==> config.mk <==
export PLATFORM = sky130hd
export DESIGN_NAME = pmes_ctrl
export DESIGN_NICKNAME = d
export VERILOG_FILES = /design/src/rtl/pmes_pkg.sv /design/src/rtl/pmes_ctrl.sv
export SDC_FILE = /design/constraint.sdc
export NUM_CORES = 1
export LEC_CHECK = 0
export CAP_MARGIN = 10
export CORE_ASPECT_RATIO = 1.25
export CORE_MARGIN = 5
export CORE_UTILIZATION = 55
export DETAILED_ROUTE_END_ITERATION = 16
export DONT_BUFFER_PORTS = 1
export GPL_ROUTABILITY_DRIVEN = 0
export HOLD_SLACK_MARGIN = 0.15
export PLACE_DENSITY = 0.72
export SETUP_SLACK_MARGIN = 0.15
export SYNTH_ARGS = -nofsm -noshare
export SYNTH_HDL_FRONTEND = slang
export SYNTH_SLANG_ARGS = --single-unit
==> constraint.sdc <==
create_clock -name i_clk -period 3.45 [get_ports i_clk]
set_input_delay 0.5175 -clock i_clk [delete_from_list [all_inputs] [get_ports i_clk]]
set_output_delay 0.5175 -clock i_clk [all_outputs]
set_load 0.02 [all_outputs]
==> src/rtl/pmes_pkg.sv <==
`timescale 1ns / 1ps
`default_nettype none
// ----------------------------------------------------------------------------
// pmes_pkg
// Shared types and constants of the pairwise Morse sum core.
// ----------------------------------------------------------------------------
package pmes_pkg;

    localparam int MAX_PARTICLES_DEF = 32;

    localparam int POS_W      = 24;
    localparam int DEPTH_W    = 24;
    localparam int ACC_W      = 48;
    localparam int RHO_W      = 16;
    localparam int CNT_W      = 6;
    localparam int IDX_W      = 5;
    localparam int LN2_Q16    = 45426;
    localparam int DIV_W      = 31;
    localparam int TERMS      = 10;
    localparam int SQRT_BITS  = 26;
    localparam int KSTEP_BITS = 6;

    localparam logic [1:0] REQ_LOAD_POS  = 2'd0;
    localparam logic [1:0] REQ_LOAD_PAIR = 2'd1;
    localparam logic [1:0] REQ_SUM       = 2'd2;

    localparam logic [0:0] REG_PARTICLE_COUNT = 1'b0;
    localparam logic [0:0] REG_RANGE_RHO      = 1'b1;

    localparam logic [RHO_W-1:0] RHO_RESET = 16'd1536;

    typedef struct packed {
        logic [1:0]               req_type;
        logic [IDX_W-1:0]         index_a;
        logic [IDX_W-1:0]         index_b;
        logic signed [POS_W-1:0]  x_coord;
        logic signed [POS_W-1:0]  y_coord;
        logic                     bonded;
        logic signed [DEPTH_W-1:0] well_depth;
    } t_item;

    typedef struct packed {
        logic signed [ACC_W-1:0] energy_sum;
        logic                    saturated;
    } t_result;

    typedef enum logic [4:0] {
        ST_IDLE, ST_RD_I, ST_RD_J, ST_CAP_J, ST_SQX, ST_SQY, ST_SQRT, ST_ARG,
        ST_RANGE, ST_KSTEP, ST_TMUL, ST_DIVS, ST_DIVW, ST_TADD, ST_YSHIFT,
        ST_YSQ, ST_WCALC, ST_MH, ST_ML, ST_MAG, ST_ACC, ST_NEXT, ST_DONE
    } t_state;

    typedef enum logic [4:0] {
        OP_NONE, OP_CLEAR, OP_CAP_I, OP_CAP_J, OP_SQX, OP_SQY, OP_SQRT, OP_ARG,
        OP_RANGE, OP_KSTEP, OP_TMUL, OP_DIVS, OP_TADD, OP_YSHIFT, OP_YSQ,
        OP_WCALC, OP_MH, OP_ML, OP_MAG, OP_ACC
    } t_op;

    typedef struct packed {
        t_op        op;
        logic [4:0] step;
        logic [3:0] term_n;
    } t_cmd;

    typedef struct packed {
        logic bonded;
        logic in_range;
        logic div_busy;
    } t_stat;

endpackage
`default_nettype wire

==> src/rtl/pmes_ctrl.sv <==
`timescale 1ns / 1ps
`default_nettype none
// ----------------------------------------------------------------------------
// pmes_ctrl
// Sequencer: walks the pairs and steps the datapath through one pair term.
// ----------------------------------------------------------------------------
module pmes_ctrl #(
    parameter int MAX_PARTICLES = pmes_pkg::MAX_PARTICLES_DEF,
    localparam int IW = $clog2(MAX_PARTICLES),
    localparam int CW = $clog2(MAX_PARTICLES + 1)
) (
    input  wire logic                       i_clk,
    input  wire logic                       i_rst_n,
    input  wire logic                       i_accept,
    input  wire logic [1:0]                 i_req_type,
    input  wire logic [pmes_pkg::CNT_W-1:0] i_particle_count,
    input  wire pmes_pkg::t_stat            i_stat,
    output pmes_pkg::t_cmd                  o_cmd,
    output logic      [IW-1:0]              o_pos_raddr,
    output logic      [2*IW-1:0]            o_pair_raddr,
    output logic                            o_busy,
    output logic                            o_done
);
    import pmes_pkg::*;

    t_state        r_state, n_state;
    logic [CW-1:0] r_i, n_i, r_j, n_j;
    logic [4:0]    r_step, n_step;
    logic [3:0]    r_tn, n_tn;
    logic [CW-1:0] n_lim;
    logic [CW:0]   j_inc, i_inc2;
    logic          start_sum;

    assign n_lim = (32'(i_particle_count) > MAX_PARTICLES) ? CW'(MAX_PARTICLES)
                                                           : CW'(i_particle_count);
    assign j_inc     = {1'b0, r_j} + 1'b1;
    assign i_inc2    = {1'b0, r_i} + 2'd2;
    assign start_sum = i_accept && (i_req_type == REQ_SUM);

    always_ff @(posedge i_clk) begin
        if (!i_rst_n) begin
            r_state <= ST_IDLE;
            r_i     <= '0;
            r_j     <= '0;
            r_step  <= '0;
            r_tn    <= '0;
        end else begin
            r_state <= n_state;
            r_i     <= n_i;
            r_j     <= n_j;
            r_step  <= n_step;
            r_tn    <= n_tn;
        end
    end

    // next state and loop counters
    always_comb begin
        n_state = r_state;
        n_i     = r_i;
        n_j     = r_j;
        n_step  = r_step;
        n_tn    = r_tn;
        unique case (r_state)
            ST_IDLE: begin
                if (start_sum) begin
                    n_i     = '0;
                    n_j     = CW'(1);
                    n_state = (n_lim < CW'(2)) ? ST_DONE : ST_RD_I;
                end
            end
            ST_RD_I:  n_state = ST_RD_J;
            ST_RD_J:  n_state = ST_CAP_J;
            ST_CAP_J: n_state = i_stat.bonded ? ST_SQX : ST_NEXT;
            ST_SQX:   n_state = ST_SQY;
            ST_SQY: begin
                n_step  = 5'(SQRT_BITS - 1);
                n_state = ST_SQRT;
            end
            ST_SQRT: begin
                if (r_step == '0) begin
                    n_state = ST_ARG;
                end else begin
                    n_step = r_step - 1'b1;
                end
            end
            ST_ARG: n_state = ST_RANGE;
            ST_RANGE: begin
                n_step  = 5'(KSTEP_BITS - 1);
                n_state = i_stat.in_range ? ST_KSTEP : ST_YSQ;
            end
            ST_KSTEP: begin
                if (r_step == '0) begin
                    n_tn    = 4'd1;
                    n_state = ST_TMUL;
                end else begin
                    n_step = r_step - 1'b1;
                end
            end
            ST_TMUL: n_state = ST_DIVS;
            ST_DIVS: n_state = ST_DIVW;
            ST_DIVW: n_state = i_stat.div_busy ? ST_DIVW : ST_TADD;
            ST_TADD: begin
                if (r_tn == 4'(TERMS)) begin
                    n_state = ST_YSHIFT;
                end else begin
                    n_tn    = r_tn + 1'b1;
                    n_state = ST_TMUL;
                end
            end
            ST_YSHIFT: n_state = ST_YSQ;
            ST_YSQ:    n_state = ST_WCALC;
            ST_WCALC:  n_state = ST_MH;
            ST_MH:     n_state = ST_ML;
            ST_ML:     n_state = ST_MAG;
            ST_MAG:    n_state = ST_ACC;
            ST_ACC:    n_state = ST_NEXT;
            ST_NEXT: begin
                if (j_inc < {1'b0, n_lim}) begin
                    n_j     = CW'(j_inc);
                    n_state = ST_RD_I;
                end else if (i_inc2 < {1'b0, n_lim}) begin
                    n_i     = r_i + 1'b1;
                    n_j     = CW'(i_inc2);
                    n_state = ST_RD_I;
                end else begin
                    n_state = ST_DONE;
                end
            end
            ST_DONE: n_state = ST_IDLE;
            default: n_state = ST_IDLE;
        endcase
    end

    // datapath commands
    always_comb begin
        o_cmd.step   = r_step;
        o_cmd.term_n = r_tn;
        o_pos_raddr  = (r_state == ST_RD_J) ? r_j[IW-1:0] : r_i[IW-1:0];
        o_pair_raddr = {r_j[IW-1:0], r_i[IW-1:0]};
        o_busy       = r_state != ST_IDLE;
        o_done       = r_state == ST_DONE;
        unique case (r_state)
            ST_IDLE:   o_cmd.op = start_sum ? OP_CLEAR : OP_NONE;
            ST_RD_J:   o_cmd.op = OP_CAP_I;
            ST_CAP_J:  o_cmd.op = OP_CAP_J;
            ST_SQX:    o_cmd.op = OP_SQX;
            ST_SQY:    o_cmd.op = OP_SQY;
            ST_SQRT:   o_cmd.op = OP_SQRT;
            ST_ARG:    o_cmd.op = OP_ARG;
            ST_RANGE:  o_cmd.op = OP_RANGE;
            ST_KSTEP:  o_cmd.op = OP_KSTEP;
            ST_TMUL:   o_cmd.op = OP_TMUL;
            ST_DIVS:   o_cmd.op = OP_DIVS;
            ST_TADD:   o_cmd.op = OP_TADD;
            ST_YSHIFT: o_cmd.op = OP_YSHIFT;
            ST_YSQ:    o_cmd.op = OP_YSQ;
            ST_WCALC:  o_cmd.op = OP_WCALC;
            ST_MH:     o_cmd.op = OP_MH;
            ST_ML:     o_cmd.op = OP_ML;
            ST_MAG:    o_cmd.op = OP_MAG;
            ST_ACC:    o_cmd.op = OP_ACC;
            default:   o_cmd.op = OP_NONE;
        endcase
    end

`ifndef SYNTHESIS
    a_done_single: assert property (@(posedge i_clk) disable iff (!i_rst_n)
        o_done |=> !o_done)
        else $error("result strobe longer than one cycle");

    a_sum_goes_busy: assert property (@(posedge i_clk) disable iff (!i_rst_n)
        start_sum |=> o_busy)
        else $error("start of sum did not make the block busy");

    a_pair_order: assert property (@(posedge i_clk) disable iff (!i_rst_n)
        (r_state != ST_IDLE && r_state != ST_DONE) |-> (r_j > r_i))
        else $error("pair walk left i < j");

    a_div_done: assert property (@(posedge i_clk) disable iff (!i_rst_n)
        (r_state == ST_TADD) |-> !i_stat.div_busy)
        else $error("series term taken before divide finished");
`endif

endmodule
`default_nettype wire

==> impl_metrics.json <==
{
  "status": "complete, no violations",
  "ys_seq_elements": 26,
  "grt_pass1_vias": 2182,
  "rows": 26,
  "cp.arrival_ns": 3.00,
  "drt-total-wl_mm": 6.08,
  "dpl.hpwl_mm": 4.73,
  "grtUsageTotal_pct": 23.5,
  "ys_top_cells_by_area": "dfxtp_1, ha_1, nand3_1",
  "rsz0062_at_grt": "no",
  "die_h_um": 82.8,
  "end_kind": "flip-flop",
  "grt-ovfl-total": 0,
  "postCtsResizedCells": 0,
  "cts_root_buf": "clkbuf_8",
  "timing.slew.headroom_pct": 41.7,
  "synth.top_cell.area_share_pct": 22.3,
  "worst_slew_pin_slew_ns": 0.873,
  "core_area_mm2": 0.00410,
  "synth_warnings": 0,
  "drc": 0,
  "die_w_um": 68.2,
  "area_growth_pct": 2.04,
  "clk_pin_slew_ns": 0.10,
  "pin_count": 45,
  "critPathKind": "flip-flop to flip-flop",
  "synth.most_common_cell": "nand2_1",
  "initial_utilization_pct": 56.8,
  "dr_total_vias": 2248,
  "cp_max_fo": 12,
  "hp-class": "primary input to flip-flop",
  "yosysSeqAreaShare_pct": 22.3,
  "dieArea_mm2": 0.00565,
  "wl_met2_mm": 3.11,
  "finalSetupTns_ns": 0,
  "finalClockSkew_ns": 0.00794,
  "netlist_area_mm2": 0.00233,
  "io_buffer_count": 0,
  "hold_buffers": 0,
  "instances_no_fill": 357,
  "wl_per_cell_um": 17.0,
  "nNetsFinal": 332,
  "maxSlewViolCount": 0,
  "postCtsSetupRepairBufs": 0,
  "dp_cells": 353,
  "clkLatencyLatePin_ns": 0.28,
  "synth.avg_cell_area_um2": 7.40,
  "insertedDiodeCount": 0,
  "pwr_density_cell_mw_per_mm2": 276,
  "synth_top_area_cell": "dfxtp_1",
  "ant_nets": 0,
  "grt_start_max_net_pins": 28,
  "final_area_mm2": 0.00238,
  "syn_nets": 345,
  "routed.top_layer": "met4",
  "layout-drive-gt1-share_pct": 8.31,
  "maxCapViolCount": 0,
  "synthCells": 315,
  "cts_max_path_buffers": 2,
  "place_area_mm2": 0.00231,
  "synth_edf_count": 0,
  "htreeDepth": 1,
  "synth_common_cells": "nand2_1, nand3_1, dfxtp_1",
  "finalCritPeriodShare_pct": 82.4,
  "clock-sinks": 26,
  "tritoncts": "yes",
  "period_needed_ns": 2.84,
  "ir_drop_mv": 0.157,
  "critical_path.startpoint_type": "flip-flop",
  "firstDrtPassIters": 6,
  "fmax_mhz": 352,
  "drt_iter0_drc": 298,
  "async_flop_share_pct": 0,
  "grt_pass1_wl_mm": 10.1,
  "p_leak_nw": 0.909,
  "cp.required_ns": 3.61,
  "ys_types": 55,
  "synthFlopType": "dfxtp_1",
  "drt-met1-wl_mm": 2.38,
  "wl_met3_um": 398,
  "setup_viol": 0,
  "hold_violations": 0,
  "numCtsBuffers": 3,
  "viasPerCell": 6.30,
  "antenna_found_initial": 0
}
area by class of cell:
type	instances	area (um^2)
clock buffers	3	41.3
clock inverters	1	30.0
multi-input cells	244	1580
repair buffers	10	75.1
inverters	17	63.8
fillers	412	1720
flip-flops and latches	26	520
well taps	56	70.1
worst paths after layout:
check,start,cells after the start,to,slack [ns]
setup / recovery,r_j[1]$_SDFFE_PN0P_,11,r_state[2]$_SDFFE_PN0P_,0.61
hold / removal,i_rst_n,1,r_tn[3]$_SDFFE_PN0P_,0.35
setup reg to reg,r_j[1]$_SDFFE_PN0P_,11,r_state[2]$_SDFFE_PN0P_,0.61
hold reg to reg,r_j[5]$_SDFFE_PN0P_,2,r_j[5]$_SDFFE_PN0P_,0.55
layout by cell type, fill, tap and decap left out, types with 2 or more instances in the layout:
master,instances
nand2_1,33
nand3_1,28
dfxtp_1,26
a21oi_1,25
o21ai_0,18
inv_1,17
ha_1,16
nor2_1,15
buf_4,10
nor3_1,7
xor2_1,6
xnor2_1,6
o31ai_1,6
nand4_1,6
a31oi_1,6
and3_1,5
nand2b_1,5
and2_1,5
nor2b_1,5
nand3b_1,5
mux2_2,5
or3_1,4
a22oi_1,3
nor3b_1,3
clkbuf_8,3
o22ai_1,2
o21bai_1,2
o221ai_1,2
o21a_1,2
a211oi_1,2
metrics by stage:
stage | util, % | worst slack, ns | hold slack (ns) | power, W
after floorplan | - | 0.910 | 0.474 | 0.000390
after global placement | 56.3 | 0.699 | 0.505 | 0.000401
after detailed placement | 56.3 | 0.658 | 0.520 | 0.000402
after CTS | 58.0 | 0.636 | 0.346 | 0.000659
after global routing | 58.0 | 0.355 | 0.339 | 0.000683
final | 58.0 | 0.608 | 0.350 | 0.000656
report_power, final:
| part | leakage [nW] | total (W) | switching (W) | internal [W] |
|---|---|---|---|---|
| combinational | 0.664 | 0.0000813 | 0.0000533 | 0.0000281 |
| clock | 0.0357 | 0.000259 | 0.000103 | 0.000156 |
| sequential | 0.210 | 0.000315 | 0.0000119 | 0.000303 |
| total | 0.909 | 0.000656 | 0.000168 | 0.000487 |
layer usage:
layer  global-route usage, %  vias to the layer above
met4                    12.7                        0
met5                       0                        -
met3                    2.84                       13
li1                        -                     1104
met2                    41.9                       90
met1                    26.7                     1041
sequential cells by signal, summed over array words and instances, names as in the netlist:
| signal | count |
|---|---|
| r_state | 5 |
| r_tn | 4 |
| r_j | 6 |
| r_i | 6 |
| r_step | 5 |
logic make-up (layout without fill, tap and decap cells):
| family | after synthesis | count (layout) | share of synthesized area [%] |
|---|---|---|---|
| AOI/OAI and AO/OA | 81 | 81 | 22.7 |
| buffers and inverters | 45 | 31 | 9.99 |
| and+or+nand+nor | 129 | 129 | 29.0 |
| xor gates and xnor gates | 12 | 12 | 4.51 |
| muxes | 6 | 6 | 2.85 |
| DFF | 26 | 26 | 22.3 |
| adders and majority gates | 16 | 16 | 8.59 |
worst max-delay path, stage by stage (launching register included):
cell and delay [ns]:
dfxtp_1 0.32, buf_4 0.17, ha_1 0.20, nand3_1 0.13, xnor2_1 0.27, ha_1 0.30, a21oi_1 0.15, o221a_2 0.25
o21a_1 0.37, nor3_1 0.12, a311oi_1 0.33, a31oi_1 0.12
Note: power is estimated with default switching activity, not from simulation.
